[src/hdl/rmap_ram.sv]
// generic single write port ram with registered read
`timescale 1ns / 1ps

module rmap_ram #(
   parameter int WIDTH = 8,
   parameter int DEPTH = 64
) (
   input  logic                                   clock,
   input  logic                                   wr_en,
   input  logic [((DEPTH > 1) ? $clog2(DEPTH) : 1)-1:0] wr_addr,
   input  logic [WIDTH-1:0]                       wr_data,
   input  logic                                   rd_en,
   input  logic [((DEPTH > 1) ? $clog2(DEPTH) : 1)-1:0] rd_addr,
   output logic [WIDTH-1:0]                       rd_data
);

   logic [WIDTH-1:0] mem_ff [DEPTH];
   logic [WIDTH-1:0] rd_data_ff;

   always_ff @(posedge clock) begin
      if (wr_en) begin
         mem_ff[wr_addr] <= wr_data;
      end
      if (rd_en) begin
         rd_data_ff <= mem_ff[rd_addr];
      end
   end

   assign rd_data = rd_data_ff;

endmodule

[config.mk]
export PLATFORM = sky130hd
export DESIGN_NAME = rmap_ram
export DESIGN_NICKNAME = d
export VERILOG_FILES = /design/src/hdl/rmap_ram.sv
export SDC_FILE = /design/constraint.sdc
export NUM_CORES = 1
export LEC_CHECK = 0
export ABC_AREA = 1
export BUFFER_PORTS_ARGS = -buffer_cell sky130_fd_sc_hd__buf_2
export CAP_MARGIN = 20
export CORE_MARGIN = 3
export CORE_UTILIZATION = 35
export CTS_BUF_LIST = sky130_fd_sc_hd__clkbuf_8
export DETAILED_ROUTE_END_ITERATION = 8
export GPL_ROUTABILITY_DRIVEN = 1
export GPL_TIMING_DRIVEN = 0
export PLACE_DENSITY_LB_ADDON = 0.3
export RECOVER_POWER = 100
export SYNTH_ARGS = -nofsm -noshare
export SYNTH_HDL_FRONTEND = slang
export SYNTH_SLANG_ARGS = --single-unit
[constraint.sdc]
create_clock -name clock -period 2.7 [get_ports clock]
set_input_delay 0.27 -clock clock [delete_from_list [all_inputs] [get_ports clock]]
set_output_delay 0.27 -clock clock [all_outputs]
set_load 0.1 [all_outputs]
**Yosys cells after proc, flatten, opt, wreduce, memory -nomap -nowiden**

Memories as Yosys holds them, arrays and structs flattened. A register that Yosys moved wholly into a read port is not among the register bits.
Cells that the tools add are included.

- Memories: 1
- Input bits: 23
- Register bits after elaboration: 0
- RAM bits: 512
- Logic and storage cells: 3

Memory list:

| name | words | bits a word | rd ports | clocked after memory_dff | write ports | RTL line | source |
|---|---|---|---|---|---|---|---|
| mem_ff | 64 | 8 | 1 | 1 | 1 | 17 | `logic [WIDTH-1:0] mem_ff [DEPTH];` |

- Mux-type cells: 2

Operator list:

| cell | count |
|---|---|
| $mux W1 | 2 |

**Depth between registers and ports, before layout**

- Depth in word-level cells: 2
- Depth in mapped cells: 12
- Gate-level depth less buffers: 9

**Worst setup path after synthesis**

Ideal clock, no wire load.

- Kind: input to register
- Start: input wr_en
- End: memory mem_ff[48][0], enable pin
- Slack: 0.664 ns
- Stages: 3
- Path buffers: 1
- Required time: 2.305 ns
- Library setup time: 0.395 ns
- Arrival: 1.641 ns
- Path through: clkbuf_1 > nand4_1 > nor4_1

- Word-level cells in the longest chain between the ends: 2

Ends and longest elaborated chain:

| what | RTL line | source |
|---|---|---|
| start: declaration | 9 | `input logic wr_en,` |
| $mux W1 | 21 | `if (wr_en) begin` |
| $mux W1 (implied by the code) | 22 | `mem_ff[wr_addr] <= wr_data;` |
| end: declaration | 17 |  |

No other way between the ends.

**Worst setup path in the final report**

- Start: input wr_addr[0] in the netlist's numbering
- End: memory mem_ff[18][7], enable pin

RTL lines:

| what | RTL line | source |
|---|---|---|
| start: declaration | 10 | `input logic [((DEPTH > 1) ? $clog2(DEPTH) : 1)-1:0] wr_addr,` |

Straight into the memory's write port.

==> summary.md <==
| Metric | Value |
|---|---|
| Root Buffer | clkbuf_8 |
| Final WS setup | between 0.3 and 0.4 ns |
| Wire length per cell | ~23 µm |
| Sequential Power Share | 0.535 |
| TritonRoute pass-1 iters | 5 |
| Power per cell area | 695 nW/µm² |
| Post-Route M1 WL | about 26000 µm |
| Cell Rows | 90 |
| P_int | between 10 and 15 mW |
| Logic gate share of total power | 0.077 |
| CTS sink cnt | 520 |
| Critical path type | in2reg |
| Initial antenna violation count | 6 |
| DR iter-0 viols | 1565 |
| Worst min-delay path startpoint | wr_data[7] |
| H-tree depth | 3 |
| Design area | around 24000 µm² |
| Worst-Margin Slew | around 1.8 ns |
| Synth warn | 0 |
| Syn Nets | around 1800 |
| Metal2 WL | 30100 µm |
| Global route overflow | 0 |
| Register area share after synthesis | 0.729 |
| Endpoints failing setup | 0 |
| Synth Area per Inst | 11.9 µm² |
| Final core occ | 0.399 |
| Tcrit/Tclk final | 0.868 |
| Distinct cell type count after synthesis | 15 |
| Number of fill cells | around 5700 |
| Max_cap viols | 3 |
| Max Fclk | 0.427 GHz |
| Highest-count cells in the layout ignoring fill and taps | 648 x nand2_1, 520 x edfxtp_1, 439 x nand3_1 |
| Worst hold path class | in2reg |
| Layout Area Growth over Synthesis | 12.8% |
| Hold_buf cts | 1 |
| Psw | 4.11 mW |
| Num ports | 31 |
| DR WL met3 | 6420 µm |
| Failing checks | capacitance limit, slew limit |
| Hold Vio Cnt, Final | 0 |
| Worst endpoint required time | ~3.0 ns |
| Clock latency on the worst-skew pair | ~0.66 ns |
| Tot Pwr | 16.8 mW |
| RSZ-0062 raised after global routing | no |
| Max-slew violations | 99 |
| Clk pwr share | 0.389 |
| DRC | 0 |
| Synth Register Bits | 520 |
| Std-Cell Core Area | about 60000 µm² |
| Total die area | 64200 µm² |
| Register Area | 15600 µm² |
| CP arrival | roughly 2.6 ns |
| First-pass GRT wire length | 93300 µm |
| Post-CTS Resized | 0 |
| Area of the mapped netlist | around 21000 µm² |
| Final wirelength | 64900 µm |
| Pre-CTS setup slack | -0.267 ns |
| Share of cells above drive strength 1 | 0.104 |
| Critical path launch point | wr_addr[0] |
| Skew final | roughly 0.017 ns |
| VDD IR max | between 400 and 500 µV |
| Area of the multi-input gates | between 4000 and 5000 µm² |
| Post-CTS Setup Bufs | 0 |
| Slew Limit Headroom | -0.207 |
| Die H | roughly 250 µm |
| Die width | ~250 µm |
| CP Launch Type | input pin |
| CTS Buf Count | 86 |
| Cells after Synth | 1805 |
| ANT nets after route | 0 |
| Worst-path fanout max | 9 |
| Sw Ratio | 0.245 |
| DP HPWL | 44100 µm |
| Vias | around 15000 |
| Gp weighted congestion | 0.931 |
| Max Root-Sink Buffers | 3 |
| Tmin final | between 2 and 2.5 ns |
| All-Layer GR Usage | 0.202 |
| Fin nets | 1954 |
| RR Startpoint | mem_ff[25][3] |
| CTS clock-pin slew for the worst setup and hold paths | roughly 0.060 ns |
| Pleak | roughly 8.7 nW |
| Vias in the first global route | 14000 |
| Status | finished, violations left |
| Endpoint class of the critical path | flip-flop |
| Vias per cell | about 5.2 |
| IO buf count | 22 |
| Highest Signal Layer | met5 |
| Most common cell after layout, fill and taps aside | nand2_1 |
| TNS Setup | 0 ns |
| Placed Area | ~23000 µm² |
| Starting Density | 0.354 |
| Largest net degree at the start of global routing | 65 |
| CTS tree | built |
## flip-flops by register name, indices dropped and copies added, names as in the netlist
signal and count:
mem_ff 512, rd_data 8
## stage by stage
step                instances  hold slack, ns
floorplan                1805           0.369
global placement         2609           0.601
detailed placement       2624           0.630
CTS                      2774          0.0197
global route             2774           0.248
finish                   2776           0.278
## power groups by stage
stage               registers (mW)  clock network [mW]  logic [mW]
detailed placement            9.14                   0        1.29
global placement              9.14                   0        1.25
CTS                           8.97                6.63        1.30
finish                        8.98                6.53        1.28
global route                  8.98                7.00        1.37
floorplan                     9.22                   0       0.628
## cell families (layout without fill, tap and decap cells)
group,after synthesis,in the layout,share of synthesized area
other,0,2,0
flip-flops,520,520,0.729
AND/OR/NAND/NOR,1160,1160,0.231
buffers and inverters,125,312,0.0401
## final cells by class
cell class,instances,area share
Sequential cell,520,0.647
Multi-Input combinational cell,1160,0.205
Clock buffer,89,0.0507
Tap cell,782,0.0405
Buffer,113,0.0334
Clock inverter,60,0.0147
Timing Repair Buffer,38,0.00679
Inverter,12,0.00207
Antenna cell,2,0.000207
## path summary, 6_finish.rpt
path	to	slack [ns]	depth (start not counted)
max	mem_ff[18][7]	0.36	4
min	mem_ff[56][7]	0.28	1
max reg2reg	rd_data[3]	0.96	8
min reg2reg	rd_data[0]	1.01	8
## worst max-delay path, stage by stage
cell	delay [ns]
clkbuf_1	0.20
inv_1	0.27
nand4_1	0.85
nor2_1	1.02
## routing by layer
metal / vias up / GRT usage
met5: - / 0
met2: 646 / 0.321
met1: 7119 / 0.265
met3: 126 / 0.0610
li1: 6624 / -
met4: 6 / 0.0695
## Yosys cell counts
cell / n / area [µm²]
buf_6: 35 / 394
nor4_1: 8 / 50.1
nand4_1: 9 / 56.3
edfxtp_1: 520 / 15600
clkbuf_1: 15 / 56.3
inv_6: 1 / 8.76
buf_1: 10 / 37.5
nor2_1: 56 / 210
nand3_1: 439 / 2200
buf_4: 14 / 105
buf_2: 37 / 185
nand2_1: 648 / 2430
buf_8: 2 / 30.0
inv_1: 10 / 37.5
inv_2: 1 / 3.75
Note: power is estimated with default switching activity, not from simulation.
