<file path="config.mk">
export PLATFORM = sky130hd
export DESIGN_NAME = rmap_match_unit
export DESIGN_NICKNAME = d
export VERILOG_FILES = /design/src/hdl/rmap_pkg.sv /design/src/hdl/rmap_match_unit.sv
export SDC_FILE = /design/constraint.sdc
export NUM_CORES = 1
export LEC_CHECK = 0
export ABC_CLOCK_PERIOD_IN_PS = 8400
export BUFFER_PORTS_ARGS = -buffer_cell sky130_fd_sc_hd__clkbuf_2
export CORE_MARGIN = 2
export CORE_UTILIZATION = 47
export DETAILED_ROUTE_END_ITERATION = 10
export PLACE_DENSITY = 0.92
export SLEW_MARGIN = 20
export SYNTH_ARGS = -nofsm -noshare
export SYNTH_HDL_FRONTEND = slang
export SYNTH_SLANG_ARGS = --single-unit
</file>
<file path="constraint.sdc">
create_clock -name vclk -period 8.4
set_clock_uncertainty 0.2 [all_clocks]
set_input_delay 1.26 -clock vclk [all_inputs]
set_output_delay 1.26 -clock vclk [all_outputs]
set_load 0.005 [all_outputs]
</file>
<file path="src/hdl/rmap_pkg.sv">
// shared types and constants for the transaction id remap table
`timescale 1ns / 1ps

package rmap_pkg;

   localparam int ID_W      = 16;
   localparam int IP_W      = 32;
   localparam int PORT_W    = 16;
   localparam int STAMP_W   = 32;
   localparam int TIMEOUT_W = 16;
   localparam int COUNT_W   = 7;
   localparam int STATUS_W  = 3;
   localparam int REQ_W     = 2;

   localparam logic [REQ_W-1:0] REQ_ALLOC   = 2'd0;
   localparam logic [REQ_W-1:0] REQ_RESOLVE = 2'd1;
   localparam logic [REQ_W-1:0] REQ_TICK    = 2'd2;
   localparam logic [REQ_W-1:0] REQ_UNUSED  = 2'd3;

   localparam logic [STATUS_W-1:0] STATUS_ALLOCATED = 3'd0;
   localparam logic [STATUS_W-1:0] STATUS_FULL      = 3'd1;
   localparam logic [STATUS_W-1:0] STATUS_FOUND     = 3'd2;
   localparam logic [STATUS_W-1:0] STATUS_NOT_FOUND = 3'd3;
   localparam logic [STATUS_W-1:0] STATUS_TICK_DONE = 3'd4;

   localparam logic [ID_W-1:0]      FIRST_FORWARD_ID = 16'h8000;
   localparam logic [TIMEOUT_W-1:0] DEFAULT_TIMEOUT  = 16'd30;
   localparam logic [COUNT_W-1:0]   COUNT_MAX        = 7'd127;

   typedef struct packed {
      logic [ID_W-1:0]    orig_id;
      logic [ID_W-1:0]    fwd_id;
      logic [IP_W-1:0]    client_ip;
      logic [PORT_W-1:0]  client_port;
      logic [STAMP_W-1:0] stamp;
   } slot_entry_type;

   localparam int ENTRY_W = $bits(slot_entry_type);

   typedef struct packed {
      logic               live;
      logic               is_tick;
      logic               slot_valid;
      logic [ID_W-1:0]    lookup_id;
      logic [STAMP_W-1:0] now_seconds;
   } cmp_ctl_type;

endpackage

</file>
<file path="src/hdl/rmap_match_unit.sv">
// shared slot compare unit: forward id match or age expiry test
`timescale 1ns / 1ps

module rmap_match_unit (
   input  rmap_pkg::cmp_ctl_type                ctl,
   input  rmap_pkg::slot_entry_type             entry,
   input  logic [rmap_pkg::TIMEOUT_W-1:0]       timeout,
   output logic                                 hit
);

   logic [rmap_pkg::STAMP_W-1:0] age;
   logic                         cond;

   always_comb begin
      age = ctl.now_seconds - entry.stamp;
      if (ctl.is_tick) begin
         cond = age > {{(rmap_pkg::STAMP_W - rmap_pkg::TIMEOUT_W){1'b0}}, timeout};
      end else begin
         cond = entry.fwd_id == ctl.lookup_id;
      end
      hit = ctl.live && ctl.slot_valid && cond;
   end

endmodule

</file>
# --- Word level (Yosys, flattened, before mapping) ---
# Cells that the tools add are included.
word_totals:
  reg_bits: 0
  out_inout_bits: 1
  word_cells: 6
op_classes:
  add_sub_neg: 1
  n_lt_le_gt_ge: 1
  n_eq_ne: 1
  mux: 1
  reduce_logical: 2
ops:
  columns: ["cell", "count"]
  rows:
  - ["32-bit by 16-bit > comparator with 1-bit output", 1]
  - ["32-bit subtractor", 1]
  - ["16-bit equality test", 1]
  - ["1-bit logical AND", 2]
  - ["1-bit 2-to-1 mux", 1]

# --- Logic depth before layout (Yosys ltp) ---
# Gate-level depths: netlist (run 1).
depth:
  ltp_word: 4
  mapped_depth: 20
  ltp_nobuf: 19

# --- Least setup slack after synthesis (run 1) ---
# No wires, ideal clock.
synth_path:
  path_kind: "in2out"
  startpoint: "in entry[3] in the netlist's numbering"
  endpoint: "out hit"
  arrival_ns: 4.886
  required_ns: 6.940
  slack_ns: 2.054
  stages: 19
  path_buffers: 0
  path_cell_list: "inv_1 > ha_1 > a21o_1 > a21oi_1 > a21oi_1 > a31oi_2 > nor3_1 > nor2_1 > xnor2_1 > ha_1 > nand4_1 > nor2_1 > a211o_1 > or4_1 > o31ai_1 > nand4_1 > or4b_1 > nor4_1 > a21oi_1"
synth_between:
  elab_chain_cells: 4
synth_rtl:
  columns: ["item", "line", "rtl"]
  rows:
  - ["start, declared", "rmap_match_unit.sv:6", "input rmap_pkg::slot_entry_type entry,"]
  - ["32-bit subtractor", "rmap_match_unit.sv:15", "age = ctl.now_seconds - entry.stamp;"]
  - ["32-bit by 16-bit > comparator with 1-bit output", "rmap_match_unit.sv:17", "cond = age > {{(rmap_pkg::STAMP_W - rmap_pkg::TIMEOUT_W){1'b0}}, timeout};"]
  - ["1-bit 2-to-1 mux", "rmap_match_unit.sv:16", "if (ctl.is_tick) begin"]
  - ["1-bit logical AND", "rmap_match_unit.sv:21", "hit = ctl.live && ctl.slot_valid && cond;"]
  - ["end, declared", "rmap_match_unit.sv:8", "output logic hit"]
# No other way between the ends.

# --- Worst setup path in the final report (run 1) ---
layout_path:
  startpoint: "in entry[1] in the netlist's numbering"
  endpoint: "out hit"
# Same word-level chain as after synthesis.

==> impl_results.md, run 1 <==
* Met2 Track Usage GR at 39.7%
* Lkg Pwr at 1.71 nW
* Dpl hpwl at 6380 µm
* Share of the synthesized area in the top cell type at 22.9%
* Initial Util at 49.5%
* Comb power frac at 100.0%
* Syn nets at 607
* Worst vdd ir at 31.7 µV
* Worst-Margin Slew at 0.583 ns
* Met1 Usage GRT at 30.8%
* Adder-Cell Fraction of Synth Area at 23.7%
* IO buf count at 116
* DRC at 0
* Row count at 26
* First-pass GRT wire length at 11800 µm
* Status: finished, final reports clean
* Layout cell share with drive strength beyond 1 at 25.6%
* Met3 Resource Use GR at 1.16%
* Die span in y at 77.8 µm
* Pwr Density at 74.2 mW/mm²
* Clock power share at 0%
* DR pass1 iterations at 5
* Register area at 0 µm²
* Die width at 77.8 µm
* Seq/Total Area, Yosys at 0%
* CP startpoint: entry[1]
* FILL cells at 495
* Largest family of logic cells by synthesized area: compound AO/OA/AOI/OAI gates
* Drt wl/cell at 13.0 µm
* Synth Area in Compound Gates at 31.4%
* GPL Wtd Cong at 0.936
* RSZ-0062 raised after global routing: false
* Post_cts resized at 0
* Largest net degree at the start of global routing at 10
* Worst Hold Class: in2out
* Remaining antenna violation count at 0
* Setup ws final at 1.24 ns
* Dominant cells by area after synthesis: ha_1 23%, xnor2_1 11%, a21oi_1 8.2%
* Hold Path End: hit
* Critical Path Source Type: input port
* Post-synthesis cell type count at 50
* Layout area overhead at 24.3%
* Final Max Tran Viols at 0
* CP max FO at 6
* Max cap viols at 0
* Final-layout clock buffer total at 0
* Min-delay src: ctl[50]
* Post-synthesis mux area share at 0.781%
* Post-synthesis area per instance at 6.74 µm²
* Syn Inst Count at 380
* Fin crit period at 7.16 ns
* Via density at 5.53
* Final setup fails at 0
* Initial DRC count at 171
* Die area at 0.00606 mm²
* Fmax at 140 MHz
* Slew HR at 60.8%
* # IOs at 180
* Final net count at 714
* Core ar. at 0.00517 mm²
* Final sequential cell count at 0
* Net Switching at 129 µW
* Simple-gate portion of the synthesized area at 20.1%
* YS warnings at 0
* Post-synthesis xor/xnor area fraction at 14.0%
* Vias in the first global route at 2789
* Initial antenna violation count at 0
* Critical Path RT at 6.94 ns
* TNS Setup at 0 ns
* Switching share of power at 54.6%
* Diodes inserted at 0
* Hold Fails Final Rpt at 0
* # hold bufs at CTS at 0
* Share of power burned in registers at 0%
* DRT Wirelength at 7220 µm
* Final worst path period share at 85.2%
* DP Worst Slack at 1.35 ns
* Cell area after synthesis at 0.00256 mm²
* Via Count at 3067
* Synth area leader: ha_1
* Worst hold path cell count at 4
* GR Overflow Total at 0
* Critical path class: in2out
* Busiest grt layer: met2
* Post-CTS setup buffers at 0
* CP Capture Type: primary output
* Overall Global Routing Usage at 22.4%
* Most common cell after layout, fill and taps aside: clkbuf_2
* Pint at 107 µW
* Critical path arrival at 5.70 ns
* Commonest non-fill, non-tap cells in the layout: 116 x clkbuf_2, 56 x inv_1, 47 x ha_1
kinds of logic (layout without fill, tap and decap cells):
family,count (synthesis),after routing
buffers and inverters,67,172
XOR/XNOR,41,41
adder cells (fa/ha/maj),48,48
AND/OR/NAND/NOR,101,101
multiplexers,2,2
AO/OA/AOI/OAI,121,121
how the worst max path moves through the flow:
stage | slack, ns | endpoint | depth (start not counted)
after floorplan | 2.05 | hit | 19
after CTS | 1.32 | hit | 19
after global placement | 1.40 | hit | 19
after detailed placement | 1.35 | hit | 19
after global routing | 1.01 | hit | 19
final | 1.24 | hit | 19
cell usage after synthesis (3+ instances only):
cell type / count
o21ai_0: 19
nand3_1: 6
nor4_1: 6
nand2_1: 26
xnor2_1: 33
o211ai_1: 7
or4_1: 3
a31oi_1: 4
nand4_1: 17
nor3_1: 4
nand2b_1: 6
ha_1: 47
xor2_1: 8
and3_1: 3
a211oi_1: 6
nor2_1: 19
inv_1: 56
nor2b_1: 4
o21a_1: 7
a21o_1: 7
clkbuf_1: 8
a21oi_1: 42
a211o_1: 4
o31ai_1: 3
stage by stage:
stage                     cells  util (%)  instance area (µm²)  hold WS (ns)  total power [mW]
after global routing        555      61.6                 3190          2.68             0.262
after detailed placement    555      61.6                 3190          2.62             0.230
after global placement      555      61.6                 3190          2.62             0.221
after CTS                   555      61.6                 3190          2.62             0.232
after floorplan             380         -                 2560          2.43             0.165
final                       555      61.6                 3190          2.61             0.236
layout make-up:
| class | count | area, µm² | share of cell area, % |
|---|---|---|---|
| multi-input combinational | 313 | 2310 | 72.4 |
| timing repair buffer | 116 | 581 | 18.2 |
| inverter | 56 | 210 | 6.60 |
| tap | 70 | 87.6 | 2.75 |
power by group through the flow:
stage	registers [mW]	logic, mW	clock network (mW)
4_1_cts	0	0.232	0
6_report	0	0.236	0
3_3_place_gp	0	0.221	0
3_5_place_dp	0	0.230	0
5_1_grt	0	0.262	0
2_1_floorplan	0	0.165	0
routing by layer:
metal  part of all wire, %  up-vias
met2                    47      124
li1                      -     1586
met5                     0        -
met4                  0.26        0
met3                   6.2        2
met1                    47     1355
worst max-delay path: stages:
cell       delay (ns)
clkbuf_2         0.11
inv_1            0.05
ha_1             0.25
nor2b_1          0.14
o2111ai_1        0.31
a21oi_1          0.17
a31oi_2          0.47
nor3_1           0.12
nor2_1           0.15
xnor2_1          0.12
ha_1             0.31
nand4_1          0.14
or4_1            0.58
o31ai_1          0.40
nand4_1          0.14
or4b_1           0.53
nor4_1           0.25
a21oi_1          0.09
clkbuf_2         0.12
No activity file was read; power rests on OpenSTA's default activity.
==> run 2, diff against run 1 <==
--- a/config.mk
+++ b/config.mk
@@ -8,9 +8,9 @@
 export ABC_CLOCK_PERIOD_IN_PS = 8400
 export BUFFER_PORTS_ARGS = -buffer_cell sky130_fd_sc_hd__clkbuf_2
 export CORE_MARGIN = 2
-export CORE_UTILIZATION = 47
+export CORE_UTILIZATION = 45
 export DETAILED_ROUTE_END_ITERATION = 10
-export PLACE_DENSITY = 0.92
+export PLACE_DENSITY = 0.89
 export SLEW_MARGIN = 20
 export SYNTH_ARGS = -nofsm -noshare
 export SYNTH_HDL_FRONTEND = slang
==> run 2 against run 1 <==
Fmax about the same; global-route usage decreased by 0.15 points; cell count increased by 0.36%; critical path depth decreased by 1; non-clock buffer count unchanged; via count increased by 1.4%; critical endpoint unchanged; largest cell class unchanged.
==> impl_results.md, run 2 (synthesized netlist as in run 1, its figures left out) <==
* Status: finished, final reports clean
* Most common cell after layout, fill and taps aside: clkbuf_2
* Die span in y at 79.5 µm
* Die area at 0.00631 mm²
* Critical Path Source Type: input port
* Fmax at 140 MHz
* Slew HR at 60.5%
* Diodes inserted at 0
* DRC at 0
* Initial DRC count at 175
* Row count at 27
* Setup ws final at 1.24 ns
* GPL Wtd Cong at 0.915
* Worst Hold Class: in2out
* Critical path arrival at 5.70 ns
* Final worst path period share at 85.3%
* Final Max Tran Viols at 0
* Final-layout clock buffer total at 0
* Final net count at 714
* Overall Global Routing Usage at 22.2%
* Commonest non-fill, non-tap cells in the layout: 116 x clkbuf_2, 56 x inv_1, 47 x ha_1
* Die width at 79.5 µm
* Multi-input logic area at 0.00231 mm²
* GR Overflow Total at 0
* Post_cts resized at 0
* Fin crit period at 7.16 ns
* Worst-Margin Slew at 0.588 ns
* Lkg Pwr at 1.71 nW
* Drt wl/cell at 13.2 µm
* Core ar. at 0.00551 mm²
* Remaining antenna violation count at 0
* Layout area overhead at 24.4%
* Final sequential cell count at 0
* Max cap viols at 0
* DRT met1 WL at 3380 µm
* Layout cell share with drive strength beyond 1 at 25.6%
* Register area at 0 µm²
* IO buf count at 116
* Worst vdd ir at 28.6 µV
* Pwr Density at 73.5 mW/mm²
* CP max FO at 6
* Dpl hpwl at 6410 µm
* Highest metal used: met4
* Largest net degree at the start of global routing at 10
* Hold Fails Final Rpt at 0
* TNS Setup at 0 ns
* Final setup fails at 0
* Via Count at 3110
* Placed cell area at 0.00319 mm²
* # IOs at 180
* # hold bufs at CTS at 0
* Critical Path RT at 6.94 ns
* Wire length on met2 at 3390 µm
* DR pass1 iterations at 6
* WL met3 at 473 µm
* First-pass GRT wire length at 12000 µm
* Initial antenna violation count at 0
* CP Capture Type: primary output
* FILL cells at 551
* DRT Wirelength at 7330 µm
* DP Worst Slack at 1.33 ns
* Critical path class: in2out
* Via density at 5.58
* Initial Util at 46.5%
* Fin util at 57.9%
* Post-route cell area at 0.00319 mm²
* Post-CTS setup buffers at 0
* RSZ-0062 raised after global routing: false
* Vias in the first global route at 2837
[run 2: cell counts in the layout (fill, tap and decap cells not counted)]
No cell type changed its count.
[run 2: final cells by class]
cell class	count	area share (%)
well taps	72	2.83
repair buffers	116	18.2
multi-input cells	313	72.4
inverters	56	6.59
[run 2: per-stage QoR]
| step | instances | power, mW | hold WS, ns |
|---|---|---|---|
| global route | 557 | 0.263 | 2.67 |
| detailed placement | 557 | 0.229 | 2.64 |
| floorplan | 380 | 0.165 | 2.43 |
| CTS | 557 | 0.231 | 2.64 |
| finish | 557 | 0.234 | 2.63 |
| global placement | 557 | 0.222 | 2.63 |
[run 2: worst paths after layout]
check	startpoint	end	slack (ns)	cells past startpoint
max	ctl[3]	hit	1.24	18
min	ctl[50]	hit	2.63	4
[run 2: worst max-delay path, cell delays in order]
cell	delay (ns)
clkbuf_2	0.09
ha_1	0.36
a21o_1	0.20
a21oi_1	0.25
a21oi_1	0.16
a31oi_2	0.46
nor3_1	0.12
nor2_1	0.14
xnor2_1	0.11
ha_1	0.30
nand4_1	0.15
or4_1	0.57
o31ai_1	0.38
nand4_1	0.14
or4b_1	0.54
nor4_1	0.25
a21oi_1	0.10
clkbuf_2	0.13
[run 2: report_power, final]
group / internal (mW) / total (mW) / switching (mW)
Combinational: 0.107 / 0.234 / 0.128
Clock: 0 / 0 / 0
Sequential: 0 / 0 / 0
[run 2: metal layers]
| metal | GRT usage (%) | up-vias |
|---|---|---|
| met5 | 0 | - |
| met4 | 2.93 | 0 |
| met3 | 1.13 | 10 |
| met2 | 38.6 | 133 |
| met1 | 31.0 | 1388 |
| li1 | - | 1579 |
