### src/hdl/rmap_pkg.sv
// shared types and constants for the transaction id remap table
`timescale 1ns / 1ps

package rmap_pkg;

   localparam int ID_W      = 16;
   localparam int IP_W      = 32;
   localparam int PORT_W    = 16;
   localparam int STAMP_W   = 32;
   localparam int TIMEOUT_W = 16;
   localparam int COUNT_W   = 7;
   localparam int STATUS_W  = 3;
   localparam int REQ_W     = 2;

   localparam logic [REQ_W-1:0] REQ_ALLOC   = 2'd0;
   localparam logic [REQ_W-1:0] REQ_RESOLVE = 2'd1;
   localparam logic [REQ_W-1:0] REQ_TICK    = 2'd2;
   localparam logic [REQ_W-1:0] REQ_UNUSED  = 2'd3;

   localparam logic [STATUS_W-1:0] STATUS_ALLOCATED = 3'd0;
   localparam logic [STATUS_W-1:0] STATUS_FULL      = 3'd1;
   localparam logic [STATUS_W-1:0] STATUS_FOUND     = 3'd2;
   localparam logic [STATUS_W-1:0] STATUS_NOT_FOUND = 3'd3;
   localparam logic [STATUS_W-1:0] STATUS_TICK_DONE = 3'd4;

   localparam logic [ID_W-1:0]      FIRST_FORWARD_ID = 16'h8000;
   localparam logic [TIMEOUT_W-1:0] DEFAULT_TIMEOUT  = 16'd30;
   localparam logic [COUNT_W-1:0]   COUNT_MAX        = 7'd127;

   typedef struct packed {
      logic [ID_W-1:0]    orig_id;
      logic [ID_W-1:0]    fwd_id;
      logic [IP_W-1:0]    client_ip;
      logic [PORT_W-1:0]  client_port;
      logic [STAMP_W-1:0] stamp;
   } slot_entry_type;

   localparam int ENTRY_W = $bits(slot_entry_type);

   typedef struct packed {
      logic               live;
      logic               is_tick;
      logic               slot_valid;
      logic [ID_W-1:0]    lookup_id;
      logic [STAMP_W-1:0] now_seconds;
   } cmp_ctl_type;

endpackage

### src/hdl/rmap_ctrl.sv
// sequencer: slot valid bits, id and time counters, slot scan and result register
`timescale 1ns / 1ps

module rmap_ctrl #(
   parameter int TABLE_SLOTS = 64
) (
   input  logic                                   clock,
   input  logic                                   reset,
   input  logic                                   start,
   output logic                                   busy,
   input  logic [rmap_pkg::REQ_W-1:0]             req_type,
   input  logic [rmap_pkg::ID_W-1:0]              req_client_id,
   input  logic [rmap_pkg::IP_W-1:0]              req_client_ip,
   input  logic [rmap_pkg::PORT_W-1:0]            req_client_port,
   input  logic [rmap_pkg::ID_W-1:0]              req_lookup_id,
   output logic                                   rsp_strobe,
   output logic [rmap_pkg::STATUS_W-1:0]          rsp_status,
   output logic [rmap_pkg::ID_W-1:0]              rsp_id_out,
   output logic [rmap_pkg::IP_W-1:0]              rsp_ip_out,
   output logic [rmap_pkg::PORT_W-1:0]            rsp_port_out,
   output logic [rmap_pkg::COUNT_W-1:0]           rsp_expired_count,
   output logic                                   ram_wr_en,
   output logic [((TABLE_SLOTS > 1) ? $clog2(TABLE_SLOTS) : 1)-1:0] ram_wr_addr,
   output rmap_pkg::slot_entry_type               ram_wr_data,
   output logic                                   ram_rd_en,
   output logic [((TABLE_SLOTS > 1) ? $clog2(TABLE_SLOTS) : 1)-1:0] ram_rd_addr,
   input  rmap_pkg::slot_entry_type               ram_rd_data,
   output rmap_pkg::cmp_ctl_type                  cmp_ctl,
   input  logic                                   cmp_hit
);

   localparam int IDX_W = (TABLE_SLOTS > 1) ? $clog2(TABLE_SLOTS) : 1;
   localparam logic [IDX_W-1:0] LAST_IDX = IDX_W'(TABLE_SLOTS - 1);

   localparam logic [1:0] ST_IDLE  = 2'd0;
   localparam logic [1:0] ST_ALLOC = 2'd1;
   localparam logic [1:0] ST_SCAN  = 2'd2;

   logic [1:0]                      state_ff, state_in;
   logic                            op_tick_ff, op_tick_in;
   logic [rmap_pkg::ID_W-1:0]       cid_ff, cid_in;
   logic [rmap_pkg::IP_W-1:0]       cip_ff, cip_in;
   logic [rmap_pkg::PORT_W-1:0]     cport_ff, cport_in;
   logic [rmap_pkg::ID_W-1:0]       look_ff, look_in;
   logic [TABLE_SLOTS-1:0]          valid_ff, valid_in;
   logic [rmap_pkg::ID_W-1:0]       next_id_ff, next_id_in;
   logic [rmap_pkg::STAMP_W-1:0]    now_ff, now_in;
   logic [IDX_W-1:0]                idx_ff, idx_in;
   logic                            issue_live_ff, issue_live_in;
   logic [IDX_W-1:0]                cmp_idx_ff, cmp_idx_in;
   logic                            cmp_live_ff, cmp_live_in;
   logic [rmap_pkg::COUNT_W-1:0]    freed_ff, freed_in;
   logic                            rsp_strobe_ff, rsp_strobe_in;
   logic [rmap_pkg::STATUS_W-1:0]   rsp_status_ff, rsp_status_in;
   logic [rmap_pkg::ID_W-1:0]       rsp_id_ff, rsp_id_in;
   logic [rmap_pkg::IP_W-1:0]       rsp_ip_ff, rsp_ip_in;
   logic [rmap_pkg::PORT_W-1:0]     rsp_port_ff, rsp_port_in;
   logic [rmap_pkg::COUNT_W-1:0]    rsp_count_ff, rsp_count_in;
   logic [rmap_pkg::COUNT_W-1:0]    freed_nxt;

   always_comb begin
      state_in      = state_ff;
      op_tick_in    = op_tick_ff;
      cid_in        = cid_ff;
      cip_in        = cip_ff;
      cport_in      = cport_ff;
      look_in       = look_ff;
      valid_in      = valid_ff;
      next_id_in    = next_id_ff;
      now_in        = now_ff;
      idx_in        = idx_ff;
      issue_live_in = issue_live_ff;
      cmp_idx_in    = cmp_idx_ff;
      cmp_live_in   = cmp_live_ff;
      freed_in      = freed_ff;
      rsp_strobe_in = 1'b0;
      rsp_status_in = rsp_status_ff;
      rsp_id_in     = rsp_id_ff;
      rsp_ip_in     = rsp_ip_ff;
      rsp_port_in   = rsp_port_ff;
      rsp_count_in  = rsp_count_ff;
      ram_wr_en     = 1'b0;
      ram_rd_en     = 1'b0;
      freed_nxt     = freed_ff;
      if (cmp_hit && (freed_ff < rmap_pkg::COUNT_MAX)) begin
         freed_nxt = freed_ff + 7'd1;
      end

      unique case (state_ff)
         ST_IDLE: begin
            if (start) begin
               cid_in        = req_client_id;
               cip_in        = req_client_ip;
               cport_in      = req_client_port;
               look_in       = req_lookup_id;
               idx_in        = '0;
               issue_live_in = 1'b1;
               cmp_live_in   = 1'b0;
               freed_in      = '0;
               unique case (req_type)
                  rmap_pkg::REQ_ALLOC: begin
                     state_in = ST_ALLOC;
                  end
                  rmap_pkg::REQ_RESOLVE: begin
                     state_in   = ST_SCAN;
                     op_tick_in = 1'b0;
                  end
                  rmap_pkg::REQ_TICK: begin
                     state_in   = ST_SCAN;
                     op_tick_in = 1'b1;
                     now_in     = now_ff + 32'd1;
                  end
                  default: begin
                     state_in = ST_IDLE;
                  end
               endcase
            end
         end
         ST_ALLOC: begin
            if (!valid_ff[idx_ff]) begin
               ram_wr_en        = 1'b1;
               valid_in[idx_ff] = 1'b1;
               next_id_in       = next_id_ff + 16'd1;
               rsp_strobe_in    = 1'b1;
               rsp_status_in    = rmap_pkg::STATUS_ALLOCATED;
               rsp_id_in        = next_id_ff;
               rsp_ip_in        = '0;
               rsp_port_in      = '0;
               rsp_count_in     = '0;
               state_in         = ST_IDLE;
            end else if (idx_ff == LAST_IDX) begin
               rsp_strobe_in = 1'b1;
               rsp_status_in = rmap_pkg::STATUS_FULL;
               rsp_id_in     = cid_ff;
               rsp_ip_in     = '0;
               rsp_port_in   = '0;
               rsp_count_in  = '0;
               state_in      = ST_IDLE;
            end else begin
               idx_in = idx_ff + 1'b1;
            end
         end
         ST_SCAN: begin
            ram_rd_en   = issue_live_ff;
            cmp_live_in = issue_live_ff;
            cmp_idx_in  = idx_ff;
            if (issue_live_ff) begin
               if (idx_ff == LAST_IDX) begin
                  issue_live_in = 1'b0;
               end else begin
                  idx_in = idx_ff + 1'b1;
               end
            end
            if (cmp_live_ff) begin
               if (cmp_hit) begin
                  valid_in[cmp_idx_ff] = 1'b0;
               end
               freed_in = freed_nxt;
               if (cmp_hit && !op_tick_ff) begin
                  rsp_strobe_in = 1'b1;
                  rsp_status_in = rmap_pkg::STATUS_FOUND;
                  rsp_id_in     = ram_rd_data.orig_id;
                  rsp_ip_in     = ram_rd_data.client_ip;
                  rsp_port_in   = ram_rd_data.client_port;
                  rsp_count_in  = '0;
                  state_in      = ST_IDLE;
               end else if (cmp_idx_ff == LAST_IDX) begin
                  rsp_strobe_in = 1'b1;
                  rsp_id_in     = '0;
                  rsp_ip_in     = '0;
                  rsp_port_in   = '0;
                  if (op_tick_ff) begin
                     rsp_status_in = rmap_pkg::STATUS_TICK_DONE;
                     rsp_count_in  = freed_nxt;
                  end else begin
                     rsp_status_in = rmap_pkg::STATUS_NOT_FOUND;
                     rsp_count_in  = '0;
                  end
                  state_in = ST_IDLE;
               end
            end
         end
         default: begin
            state_in = ST_IDLE;
         end
      endcase
   end

   always_ff @(posedge clock) begin
      if (reset) begin
         state_ff      <= ST_IDLE;
         op_tick_ff    <= 1'b0;
         valid_ff      <= '0;
         next_id_ff    <= rmap_pkg::FIRST_FORWARD_ID;
         now_ff        <= '0;
         idx_ff        <= '0;
         issue_live_ff <= 1'b0;
         cmp_idx_ff    <= '0;
         cmp_live_ff   <= 1'b0;
         freed_ff      <= '0;
         rsp_strobe_ff <= 1'b0;
      end else begin
         state_ff      <= state_in;
         op_tick_ff    <= op_tick_in;
         valid_ff      <= valid_in;
         next_id_ff    <= next_id_in;
         now_ff        <= now_in;
         idx_ff        <= idx_in;
         issue_live_ff <= issue_live_in;
         cmp_idx_ff    <= cmp_idx_in;
         cmp_live_ff   <= cmp_live_in;
         freed_ff      <= freed_in;
         rsp_strobe_ff <= rsp_strobe_in;
      end
   end

   always_ff @(posedge clock) begin
      cid_ff        <= cid_in;
      cip_ff        <= cip_in;
      cport_ff      <= cport_in;
      look_ff       <= look_in;
      rsp_status_ff <= rsp_status_in;
      rsp_id_ff     <= rsp_id_in;
      rsp_ip_ff     <= rsp_ip_in;
      rsp_port_ff   <= rsp_port_in;
      rsp_count_ff  <= rsp_count_in;
   end

   assign busy              = state_ff != ST_IDLE;
   assign rsp_strobe        = rsp_strobe_ff;
   assign rsp_status        = rsp_status_ff;
   assign rsp_id_out        = rsp_id_ff;
   assign rsp_ip_out        = rsp_ip_ff;
   assign rsp_port_out      = rsp_port_ff;
   assign rsp_expired_count = rsp_count_ff;

   assign ram_wr_addr = idx_ff;
   assign ram_rd_addr = idx_ff;
   assign ram_wr_data = '{orig_id:     cid_ff,
                          fwd_id:      next_id_ff,
                          client_ip:   cip_ff,
                          client_port: cport_ff,
                          stamp:       now_ff};

   assign cmp_ctl = '{live:        cmp_live_ff && (state_ff == ST_SCAN),
                      is_tick:     op_tick_ff,
                      slot_valid:  valid_ff[cmp_idx_ff],
                      lookup_id:   look_ff,
                      now_seconds: now_ff};

endmodule

### config.mk
export PLATFORM = sky130hd
export DESIGN_NAME = rmap_ctrl
export DESIGN_NICKNAME = d
export VERILOG_FILES = /design/src/hdl/rmap_pkg.sv /design/src/hdl/rmap_ctrl.sv
export SDC_FILE = /design/constraint.sdc
export NUM_CORES = 1
export LEC_CHECK = 0
export BUFFER_PORTS_ARGS = -buffer_cell sky130_fd_sc_hd__clkbuf_2
export CORE_MARGIN = 2
export CORE_UTILIZATION = 40
export DETAILED_ROUTE_END_ITERATION = 6
export GPL_ROUTABILITY_DRIVEN = 0
export HOLD_SLACK_MARGIN = 0.02
export PLACE_DENSITY = 0.7
export SYNTH_ARGS = -nofsm -noshare
export SYNTH_HDL_FRONTEND = slang
export SYNTH_SLANG_ARGS = --single-unit
### constraint.sdc
create_clock -name clock -period 19.39 [get_ports clock]
set_input_delay 3.878 -clock clock [delete_from_list [all_inputs] [get_ports clock]]
set_output_delay 3.878 -clock clock [all_outputs]
set_load 0.02 [all_outputs]
### Yosys cells after proc, flatten, opt, wreduce, memory -nomap -nowiden

Cells that the tools add are included.

* register bits after elaboration: 291
* bits of input ports: 198
* output and inout port bits: 253
* word-level logic and storage cells: 147

* add/subtract/negate cells: 4
* $lt $le $gt $ge: 5
* eq/ne operators: 14
* muxes and demuxes: 76
* bitwise gates (word level): 4
* reduce and logical (&&, ||, !) cells: 24

Operator list (count)
* $mux 64: 3
* $mux 32: 5
* $mux 16: 9
* $pmux 64 s2: 1
* $and 64x64->64: 1
* $not 64->64: 1
* $or 64x64->64: 1
* $pmux 16 s2: 2
* $pmux 32 s2: 1
* $mux 7: 9
* $add 32x1->32 const B: 1
* $pmux 7 s2: 2
* $mux 6: 4
* $mux 3: 6
* $pmux 6 s3: 1
* $add 16x1->16 const B: 1
* $mux 1: 16
* $reduce_and 4->1: 4
* $lt 6x7->1 const B: 2
* $bmux 1 s6: 2
* $demux 1 s6: 2
* $eq 6x6->1 const B: 2
* $ge 6x1->1 const B: 2
* $mux 2: 6
* 20 further kinds: 43

### Logic depth before layout (Yosys ltp)

Gate-level depths: netlist (run 1).

* word-level depth: 9
* gate-level depth with buffers: 10
* depth with buffers taken out: 8

### Least setup slack after synthesis (run 1)

No wires, ideal clock.

* path kind: input port to flip-flop
* start point: input port cmp_hit
* end point: register rsp_count_ff (netlist bit rsp_expired_count[0]), enable pin
* library setup time: 0.531 ns
* data arrival time: 8.273 ns
* data required time: 18.859 ns
* setup slack: 10.586 ns
* cell stages on the path: 7
* buffers on the path: 1
* cell sequence: clkbuf_1 > inv_1 > o22ai_1 > nand2_1 > nand2_1 > o21ai_1 > a21oi_1

* cells in the longest elaborated chain, start to end: 3

RTL lines
* start, declared: RTL line rmap_ctrl.sv:29 `input logic cmp_hit`
* $logic_and 1x1->1: RTL line rmap_ctrl.sv:159 `if (cmp_hit && !op_tick_ff) begin`
* $ne 3x3->1 (no source line)
* $reduce_and 4->1 (no source line)
* end signal, assigned: RTL line rmap_ctrl.sv:226 `rsp_count_ff <= rsp_count_in;`
* end, declared: RTL line rmap_ctrl.sv:58 `logic [rmap_pkg::COUNT_W-1:0] rsp_count_ff, rsp_count_in;`

No other way between the ends.
A chain may end at the register's enable or synchronous reset.

### Final worst setup path (run 1)

* start point: register idx_ff[0] (netlist: ram_rd_addr[0])
* end point: output port ram_wr_en

* cells in the longest elaborated chain, start to end: 4

RTL lines
* start, declared: RTL line rmap_ctrl.sv:48 `logic [IDX_W-1:0] idx_ff, idx_in;`
* start signal, assigned: RTL line rmap_ctrl.sv:208 `idx_ff <= idx_in;`
* $bmux 1 s6: RTL line rmap_ctrl.sv:120 `if (!valid_ff[idx_ff]) begin`
* $mux 1 (not written as such): RTL line rmap_ctrl.sv:120
* $mux 1: RTL line rmap_ctrl.sv:120
* $mux 1: RTL line rmap_ctrl.sv:89 `unique case (state_ff)`
* end, declared: RTL line rmap_ctrl.sv:22 `output logic ram_wr_en,`

No other way between the ends. The select of a mux whose other input is x is not followed.

==> results of run 1 <==
==> cell type report <==
class                   count  area share
flip-flops and latches    291       0.448
multi-input cells         772       0.317
repair buffers            422       0.132
clock buffers              43      0.0550
well taps                 442      0.0336
clock inverters            16     0.00768
inverters                  33     0.00753
==> power breakdown <==
group	switching [uW]	leakage [uW]	internal (uW)
Sequential	9.82	0.00261	680
Clock	251	0.000498	345
Combinational	91.1	0.00334	39.1
Total	352	0.00644	1060
==> cells in the mapped netlist (5+ instances only) <==
cell type	count	area, sq um
nor3_1	28	140
nor2_1	90	338
a41oi_1	11	96.3
o21ai_0	41	205
and4_1	5	43.8
buf_6	6	67.6
xnor2_1	10	87.6
o21ai_1	10	50.1
a31oi_1	11	68.8
nand3_1	51	255
buf_4	42	315
nand2b_1	6	37.5
nand4_1	15	93.8
inv_1	31	116
o31ai_1	7	52.6
mux2i_1	32	320
a22oi_1	11	82.6
a32oi_1	12	105
nand2_1	95	357
edfxtp_1	154	4620
ha_1	9	113
a211oi_1	20	150
a21oi_1	43	215
and3_1	14	87.6
dfxtp_1	137	2740
o32ai_1	11	96.3
nor2b_1	13	81.3
clkbuf_1	53	199
and2_1	59	369
mux4_2	18	405
o22ai_1	11	68.8
nor4b_1	5	43.8
o311ai_0	9	78.8
mux2_2	11	124
buf_2	5	25.0
buf_1	9	33.8
or3_1	9	56.3
nand3b_1	5	37.5
xor2_1	27	236
nor4_1	6	37.5
==> layer usage <==
metal | track usage | vias to the layer above | part of all wire | wire (um)
met1 | 0.293 | 5448 | 0.38 | 16200
li1 | - | 5152 | - | -
met2 | 0.390 | 709 | 0.47 | 20200
met5 | 0 | - | 0 | 0
met3 | 0.0521 | 123 | 0.10 | 4300
met4 | 0.110 | 0 | 0.043 | 1820
==> flip-flops by register name (all words and copies together) (netlist names), 7 cells and up <==
name               cells
cid_ff                16
cip_ff                32
cport_ff              16
freed_ff               7
look_ff               16
next_id_ff            16
now_ff                32
rsp_expired_count      7
rsp_id_out            16
rsp_ip_out            32
rsp_port_out          16
valid_ff              64
==> worst paths after layout <==
check | slack (ps) | depth (start not counted) | start | to
setup / recovery | 11580 | 7 | ram_rd_addr[0]$_SDFFE_PP0P_ | ram_wr_en
setup reg to reg | 15390 | 8 | ram_rd_addr[0]$_SDFFE_PP0P_ | rsp_id_out[0]$_DFFE_PP_
hold reg to reg | 480 | 2 | cmp_live_ff$_SDFFE_PP0P_ | cmp_live_ff$_SDFFE_PP0P_
hold / removal | 480 | 2 | cmp_live_ff$_SDFFE_PP0P_ | cmp_live_ff$_SDFFE_PP0P_
==> worst max-delay path: cells and delay by family, from the launching register on <==
family | cells | cell delay [ps]
and+or+nand+nor | 2 | 620
DFF | 1 | 660
AOI/OAI and AO/OA | 1 | 340
muxes | 1 | 540
buffers and inverters | 3 | 1210
==> cells by family (layout without fill, tap and decap cells) <==
logic type / after synthesis / in the layout / synth area share
multiplexers: 61 / 61 / 0.0637
XOR/XNOR: 37 / 37 / 0.0243
flip-flops: 291 / 291 / 0.553
AND/OR/NAND/NOR: 428 / 428 / 0.169
adder cells (fa/ha/maj): 9 / 9 / 0.00845
AO/OA/AOI/OAI: 237 / 237 / 0.124
buffers and inverters: 148 / 514 / 0.0574
==> metrics by stage <==
| step | power (uW) | hold WS (ps) | setup slack [ps] | area [sq um] | util |
|---|---|---|---|---|---|
| 2_1_floorplan | 779 | 444 | 10590 | 13300 | - |
| 3_3_place_gp | 831 | 468 | 12200 | 15400 | 0.472 |
| 3_5_place_dp | 833 | 472 | 12130 | 15400 | 0.472 |
| 4_1_cts | 1430 | 481 | 11580 | 16500 | 0.503 |
| 5_1_grt | 1460 | 503 | 11380 | 16500 | 0.503 |
| 6_report | 1420 | 484 | 11580 | 16500 | 0.503 |
==> cells in the final DEF, fill, tap and decap left out, types with 13 or more instances in the layout <==
cell / count
clkbuf_2: 401
edfxtp_1: 154
dfxtp_1: 136
nand2_1: 95
nor2_1: 89
and2_1: 58
nand3_1: 51
a21oi_1: 42
o21ai_0: 41
clkbuf_16: 34
mux2i_1: 32
inv_1: 31
nor3_1: 28
xor2_1: 27
buf_4: 21
a211oi_1: 20
mux4_2: 18
nand4_1: 15
and3_1: 14
nor2b_1: 13
==> flow_summary.yaml, run 1 <==
setup_path:
  path_class: "reg2out"
  crit_chain: "buf_4, mux4_2, a32oi_1, and4_4, nand4_4, inv_2, clkbuf_2"
  start_kind: "flop"
  cp.required_ps: 15510
  crit_fanout: 20
  slowest_delay_ps: 660
  cp.arrival_ps: 3930
  cp_slowest_cell: "dfxtp_2"
  cp-end-kind: "output pin"
global_route:
  grt_pass1_wl_um: 64200
  antenna_found_initial: 0
  grt_pass1_vias: 10900
  grt.total_usage: 0.235
  overflow: 0
  grt_max_degree: 81
sta:
  hold_viol_final: 0
  slew_headroom: 0.278
  period_share: 0.403
  period_minus_slack_ps: 7810
  finalMaxSlewViolations: 0
  fmax_mhz: 128
  rsz0062_at_grt: "false"
  tns_ps: 0
  tightest_slew_ps: 1080
  skew_ps: 25.1
  setup_viol: 0
die:
  dieArea_sq_um: 34800
  initial_core_util: 0.408
  die_w_um: 187
  io_pins: 451
  core_area_sq_um: 32700
  placementRows: 66
  dieHeight_um: 187
status:
  outcome: "completed"
synthesis:
  syn_area_sq_um: 13300
  synth_flop_cell: "edfxtp_1"
  synth_edf_count: 154
  ys_warn_count: 0
  yosysSeqAreaShare: 0.553
  ys_ff_latch: 291
  synth_fp_nets: 1418
  async_reset_ff_frac: 0
  synth_cell_types: 82
  netlist_instances: 1211
  synth.avg_cell_area_sq_um: 11.0
routing:
  dr.pass1.iters: 5
  vias_per_cell: 5.66
  drc: 0
  finalWirelength_um: 42500
  drtAntennaViolNets: 0
  dr.first_iter.drc_count: 1063
  avgRoutedWirePerCell_um: 21.1
  dr_total_vias: 11400
clock_network:
  cts_buffers: 34
  cts_hold_buf: 0
  clkTransAtPathRegs_ps: 60
  cts.sinks: 291
  root_buffer: "clkbuf_16"
  clock_latency_ps: 520
  cts.htree.levels: 2
  clockBufferDepth: 3
  cts_resized: 0
  tritoncts: "done"
  cts_setup_buffers: 0
pwr:
  power_density_nw_per_um2: 86.1
  p_leak_uw: 0.00644
  ir_drop_mv: 0.0685
layout:
  syn_to_final_growth_pct: 23.5
  layout.nets: 1761
  drive_gt1_frac: 0.334
  ff_latch_area_sq_um: 7370
  post_layout_nonfiller_instances: 2019
  n_antenna_cell: 0
  fillers: 2981
  multi_input_area_sq_um: 5220
place:
  dp.cells: 1960
  port_buffers: 402
  hpwlAfterDp_um: 29900
flow_run:
  maxCapViolations: 0
hold_path:
  hold_path.class: "reg2reg"
(Power assumes the default switching activity.)
==> run 2: changes to the inputs <==
--- a/config.mk
+++ b/config.mk
@@ -5,13 +5,14 @@
 export SDC_FILE = /design/constraint.sdc
 export NUM_CORES = 1
 export LEC_CHECK = 0
+export ABC_AREA = 1
 export BUFFER_PORTS_ARGS = -buffer_cell sky130_fd_sc_hd__clkbuf_2
 export CORE_MARGIN = 2
 export CORE_UTILIZATION = 40
 export DETAILED_ROUTE_END_ITERATION = 6
 export GPL_ROUTABILITY_DRIVEN = 0
 export HOLD_SLACK_MARGIN = 0.02
-export PLACE_DENSITY = 0.7
+export PLACE_DENSITY = 0.69
 export SYNTH_ARGS = -nofsm -noshare
 export SYNTH_HDL_FRONTEND = slang
 export SYNTH_SLANG_ARGS = --single-unit
==> constraint.sdc (replaced) <==
create_clock -name clock -period 7.55 [get_ports clock]
set_input_delay 1.51 -clock clock [delete_from_list [all_inputs] [get_ports clock]]
set_output_delay 1.51 -clock clock [all_outputs]
set_load 0.02 [all_outputs]
==> flow_summary.yaml, run 2 <==
setup_path:
  reg2reg_depth: 14
  crit_chain: "buf_4, inv_2, nand2_1, nand3_1, nand2_1, o21ai_1, nand2_1, nor2_1, nand2_2, buf_4, nor2_4, clkbuf_2"
  crit_fanout: 42
  cp.required_ps: 6040
  cp.arrival_ps: 3440
  start_kind: "flop"
  critPathBufInv: 4
  cp_slowest_cell: "inv_2"
  worstSetupStartpoint: "ram_rd_addr[0]$_SDFFE_PP0P_"
  slowest_delay_ps: 580
  rr_endpoint: "rsp_ip_out[1]$_SDFFCE_PN0P_"
  path_class: "reg2out"
  cp-end-kind: "output pin"
  path_common_cell: "nand2_1"
  cpLargestDelayFamily: "buffers and inverters"
  endpoint: "ram_wr_en"
  crit_cells: 12
  reg2reg_slack_ps: 3310
  reg2reg_from: "ram_rd_addr[0]$_SDFFE_PP0P_"
routing:
  dr_total_vias: 13800
  avgRoutedWirePerCell_um: 18.2
  dr.pass1.iters: 5
  vias_per_cell: 5.31
  dr.first_iter.drc_count: 1413
  finalWirelength_um: 47200
  drtAntennaViolNets: 0
  drc: 0
hold_path:
  hold_path.class: "reg2reg"
  worstHoldStart: "valid_ff[47]$_SDFFE_PP0P_"
sta:
  setup_viol: 0
  period_share: 0.655
  period_minus_slack_ps: 4950
  fmax_mhz: 202
  skew_ps: 17.8
  tns_ps: 0
  tightest_slew_ps: 1090
  worst_slack_ps: 2600
  rsz0062_at_grt: "false"
  hold_viol_final: 0
  finalMaxSlewViolations: 0
  slew_headroom: 0.270
layout:
  largest_register_ffs: 64
  ff_latch_area_sq_um: 7370
  multi_input_area_sq_um: 5410
  n_antenna_cell: 0
  layout_commonest_cell: "clkbuf_2"
  top_register: "valid_ff"
  syn_to_final_growth_pct: 21.3
  layout_common_cells: "402 x clkbuf_2, 308 x nand2_1, 227 x inv_1, 226 x o21ai_0, 167 x nor2_1"
  fillers: 3424
  drive_gt1_frac: 0.226
  layout.nets: 2316
global_route:
  grt_pass1_wl_um: 70600
  overflow: 0
  grt_max_degree: 85
  grt.total_usage: 0.241
  grt_pass1_vias: 12500
  antenna_found_initial: 0
clock_network:
  cts.sinks: 291
  cts.htree.levels: 2
  cts_resized: 0
  clkTransAtPathRegs_ps: 50
  clockBufferDepth: 3
  tritoncts: "done"
  cts_buffers: 34
  cts_setup_buffers: 0
  cts_hold_buf: 0
  clock_latency_ps: 520
  root_buffer: "clkbuf_16"
pwr:
  power_density_nw_per_um2: 228
  ir_drop_mv: 0.198
  p_leak_uw: 0.00692
synthesis:
  synth_fp_nets: 1983
  synthTopCellsByArea: "edfxtp_1 32%, dfxtp_1 19%, nand2_1 8.1%"
  syn_area_sq_um: 14300
  ys_ff_latch: 291
  synth_cell_types: 42
  synth_edf_count: 154
  synth.avg_cell_area_sq_um: 8.06
  synth.most_common_cell: "nand2_1"
  async_reset_ff_frac: 0
  netlist_instances: 1776
  synthDominantCellAreaShare: 0.323
  synth_top_area_cell: "edfxtp_1"
  ys_warn_count: 0
  synth_commonest_cells: "308 x nand2_1, 229 x inv_1, 226 x o21ai_0"
  synth_flop_cell: "edfxtp_1"
  yosysSeqAreaShare: 0.515
status:
  outcome: "completed"
place:
  port_buffers: 402
  hpwlAfterDp_um: 32400
  dp_slack_ps: 3160
die:
  dieArea_sq_um: 37300
  die_w_um: 193
  dieHeight_um: 193
  io_pins: 451
  core_area_sq_um: 35400
  initial_core_util: 0.404
  placementRows: 69
flow_run:
  maxCapViolations: 0
==> run 2: cell types whose count changed after synthesis, sizes merged, moves of 13 or more <==
| cell | delta |
|---|---|
| inv | +200 |
| mux2i | -32 |
| nor2 | +83 |
| a211oi | -19 |
| a21oi | +81 |
| nor3 | +22 |
| nand3 | +86 |
| and2 | -59 |
| nand2 | +215 |
| a32oi | -13 |
| nor2b | -13 |
| o21ai | +187 |
| mux4 | -18 |
==> run 2: kinds of logic after synthesis <==
| kind of cell | Yosys count | share of synthesized area |
|---|---|---|
| and+or+nand+nor | 694 | 0.206 |
| DFF | 291 | 0.515 |
| adders and majority gates | 9 | 0.00787 |
| xor gates and xnor gates | 23 | 0.0141 |
| buffers and inverters | 352 | 0.108 |
| AOI/OAI and AO/OA | 407 | 0.149 |
==> run 2: stage by stage <==
step	cell area [sq um]	std cells	util	power [uW]	hold WS [ps]
floorplan	14300	1776	-	2240	446
global placement	16300	2534	0.462	2450	460
detailed placement	16300	2534	0.462	2460	465
CTS	17400	2595	0.490	3980	474
global route	17400	2595	0.490	4100	491
finish	17400	2595	0.490	3960	473
==> run 2: how the worst min path moves through the flow <==
stage | endpoint | slack (ps) | depth (start not counted)
after detailed placement | valid_ff[53]$_SDFFE_PP0P_ | 460 | 2
after global placement | valid_ff[15]$_SDFFE_PP0P_ | 460 | 2
final | valid_ff[47]$_SDFFE_PP0P_ | 470 | 2
after global routing | valid_ff[55]$_SDFFE_PP0P_ | 490 | 2
after floorplan | valid_ff[30]$_SDFFE_PP0P_ | 450 | 2
after CTS | valid_ff[47]$_SDFFE_PP0P_ | 470 | 2
==> run 2: where the power goes <==
group / internal [uW] / switching [uW]
Sequential: 1780 / 37.0
Combinational: 157 / 463
Clock: 863 / 662
==> run 2: routing by layer <==
metal  GRT usage  part of all wire  up-vias
li1            -                 -     6549
met1       0.331              0.41     6420
met2       0.381              0.47      728
met3      0.0509              0.10       92
met4      0.0784             0.027        0
met5           0                 0        -
==> run 2: final cells by class <==
cell class,count,share of cell area
repair buffers,416,0.122
well taps,461,0.0332
clock buffers,45,0.0531
multi-input cells,1133,0.312
flip-flops and latches,291,0.424
clock inverters,16,0.00526
inverters,233,0.0506
==> run 2: worst reg2reg max path, cell delays in order, from the launching register on <==
cell	delay, ps
dfxtp_1	290
buf_4	290
inv_2	600
nand2_1	160
nand3_1	130
nand2_1	60
o21ai_1	180
nand2_1	80
nor2_1	170
nand2_2	60
buf_4	230
nand3_1	200
nand2_1	120
nor2_4	700
buf_4	610
==> run 3: changes to the inputs <==
--- a/config.mk
+++ b/config.mk
@@ -12,7 +12,7 @@
 export DETAILED_ROUTE_END_ITERATION = 6
 export GPL_ROUTABILITY_DRIVEN = 0
 export HOLD_SLACK_MARGIN = 0.02
-export PLACE_DENSITY = 0.69
+export PLACE_DENSITY = 0.72
 export SYNTH_ARGS = -nofsm -noshare
 export SYNTH_HDL_FRONTEND = slang
 export SYNTH_SLANG_ARGS = --single-unit
==> constraint.sdc (replaced) <==
create_clock -name clock -period 4.4 [get_ports clock]
set_input_delay 0.88 -clock clock [delete_from_list [all_inputs] [get_ports clock]]
set_output_delay 0.88 -clock clock [all_outputs]
set_load 0.02 [all_outputs]
==> flow_summary.yaml, run 3 (synthesis results as in run 2) <==
sta:
  skew_ps: 11.1
  tightest_slew_ps: 1010
  finalMaxSlewViolations: 0
  hold_viol_final: 0
  rsz0062_at_grt: "false"
  setup_viol: 0
  tns_ps: 0
  period_share: 0.958
  slew_headroom: 0.325
  period_minus_slack_ps: 4210
  fmax_mhz: 237
pwr:
  ir_drop_mv: 0.349
  p_total_uw: 7220
  power_density_nw_per_um2: 410
  p_leak_uw: 0.00703
status:
  failed_checks: "design-rule violations"
  outcome: "complete, but fails checks"
clock_network:
  root_buffer: "clkbuf_16"
  clock_latency_ps: 520
  cts_setup_buffers: 0
  tritoncts: "done"
  cts_hold_buf: 0
  cts_buffers: 34
  cts_resized: 0
  cts.htree.levels: 2
  clockBufferDepth: 3
  clkTransAtPathRegs_ps: 60
  cts.sinks: 291
die:
  die_w_um: 193
  dieHeight_um: 193
  dieArea_sq_um: 37300
  placementRows: 69
  io_pins: 451
  initial_core_util: 0.404
  core_area_sq_um: 35400
global_route:
  grt_most_used_layer: "met2"
  grt_use_met2: 0.375
  use_met3: 0.0572
  grt_use_met1: 0.323
  antenna_found_initial: 1
  grt_pass1_vias: 13000
  grt_pass1_wl_um: 71400
  grt_max_degree: 77
  grt.total_usage: 0.244
  overflow: 0
setup_path:
  cp_slowest_cell: "inv_2"
  cpLargestDelayFamily: "simple AND/OR/NAND/NOR gates"
  path_class: "reg2out"
  start_kind: "flop"
  cp-end-kind: "output pin"
  cp.arrival_ps: 3330
  crit_fanout: 37
  path_common_cell: "nand2_1"
  critPathBufInv: 2
  crit_chain: "inv_2, nand2_1, nand3_1, nand4_1, nand2_1, nand2_1, nor2_1, nand2_2, nor2_4, clkbuf_2"
  slowest_delay_ps: 690
  cp.required_ps: 3520
routing:
  vias_per_cell: 5.45
  avgRoutedWirePerCell_um: 18.3
  drtAntennaViolNets: 0
  drc: 8
  finalWirelength_um: 47500
  dr.first_iter.drc_count: 1513
  dr_total_vias: 14200
  dr.pass1.iters: 7
layout:
  ff_latch_area_sq_um: 7370
  drive_gt1_frac: 0.232
  syn_to_final_growth_pct: 23.0
  top_register: "valid_ff"
  post_layout_nonfiller_instances: 2603
  layout.nets: 2324
  largest_register_ffs: 64
  fillers: 3303
  fin_area_sq_um: 17600
  layout_commonest_cell: "clkbuf_2"
  layout_common_cells: "402 x clkbuf_2, 308 x nand2_1, 227 x inv_1, 226 x o21ai_0, 168 x nor2_1"
  multi_input_area_sq_um: 5410
place:
  port_buffers: 402
  place_area_sq_um: 16400
  hpwlAfterDp_um: 32500
  dp.cells: 2542
flow_run:
  maxCapViolations: 0
hold_path:
  hold_path.class: "reg2reg"
-- run 3: path summary, 6_finish.rpt --
path                               startpoint                        end  slack, ps  cells past startpoint
setup / recovery  ram_rd_addr[0]$_SDFFE_PP0P_                  ram_wr_en        190                     10
setup reg to reg  ram_rd_addr[0]$_SDFFE_PP0P_  valid_ff[25]$_SDFFE_PP0P_        580                     14
hold reg to reg     valid_ff[49]$_SDFFE_PP0P_  valid_ff[49]$_SDFFE_PP0P_        470                      2
hold / removal      valid_ff[49]$_SDFFE_PP0P_  valid_ff[49]$_SDFFE_PP0P_        470                      2
-- run 3: area by class of cell --
class                   instances  share of cell area
flip-flops and latches        291               0.419
multi-input cells            1133               0.307
repair buffers                424               0.124
clock buffers                  41              0.0527
inverters                     233              0.0499
well taps                     461              0.0328
clock inverters                18              0.0141
diodes                          2            0.000284
-- run 3: worst min-delay path, stage by stage (launching register included) --
cell and delay (ps):
dfxtp_1 310, nand2_1 60, a21oi_1 50
-- run 3: power breakdown --
group / switching (uW) / internal, uW / leakage, uW
registers: 77.7 / 3050 / 0.00253
logic: 791 / 282 / 0.00393
clock network: 1160 / 1860 / 0.000575
-- run 3: per-stage QoR --
stage           util  worst slack (ps)  hold slack [ps]
2_1_floorplan      -               305              446
3_3_place_gp   0.464               825              460
3_5_place_dp   0.464               815              466
4_1_cts        0.497               299              475
5_1_grt        0.497              66.0              494
6_report       0.497               186              473
-- run 3: routing by layer --
| metal | part of all wire | vias up |
|---|---|---|
| li1 | - | 6565 |
| met1 | 0.39 | 6539 |
| met2 | 0.45 | 903 |
| met3 | 0.11 | 167 |
| met4 | 0.048 | 0 |
| met5 | 0 | - |
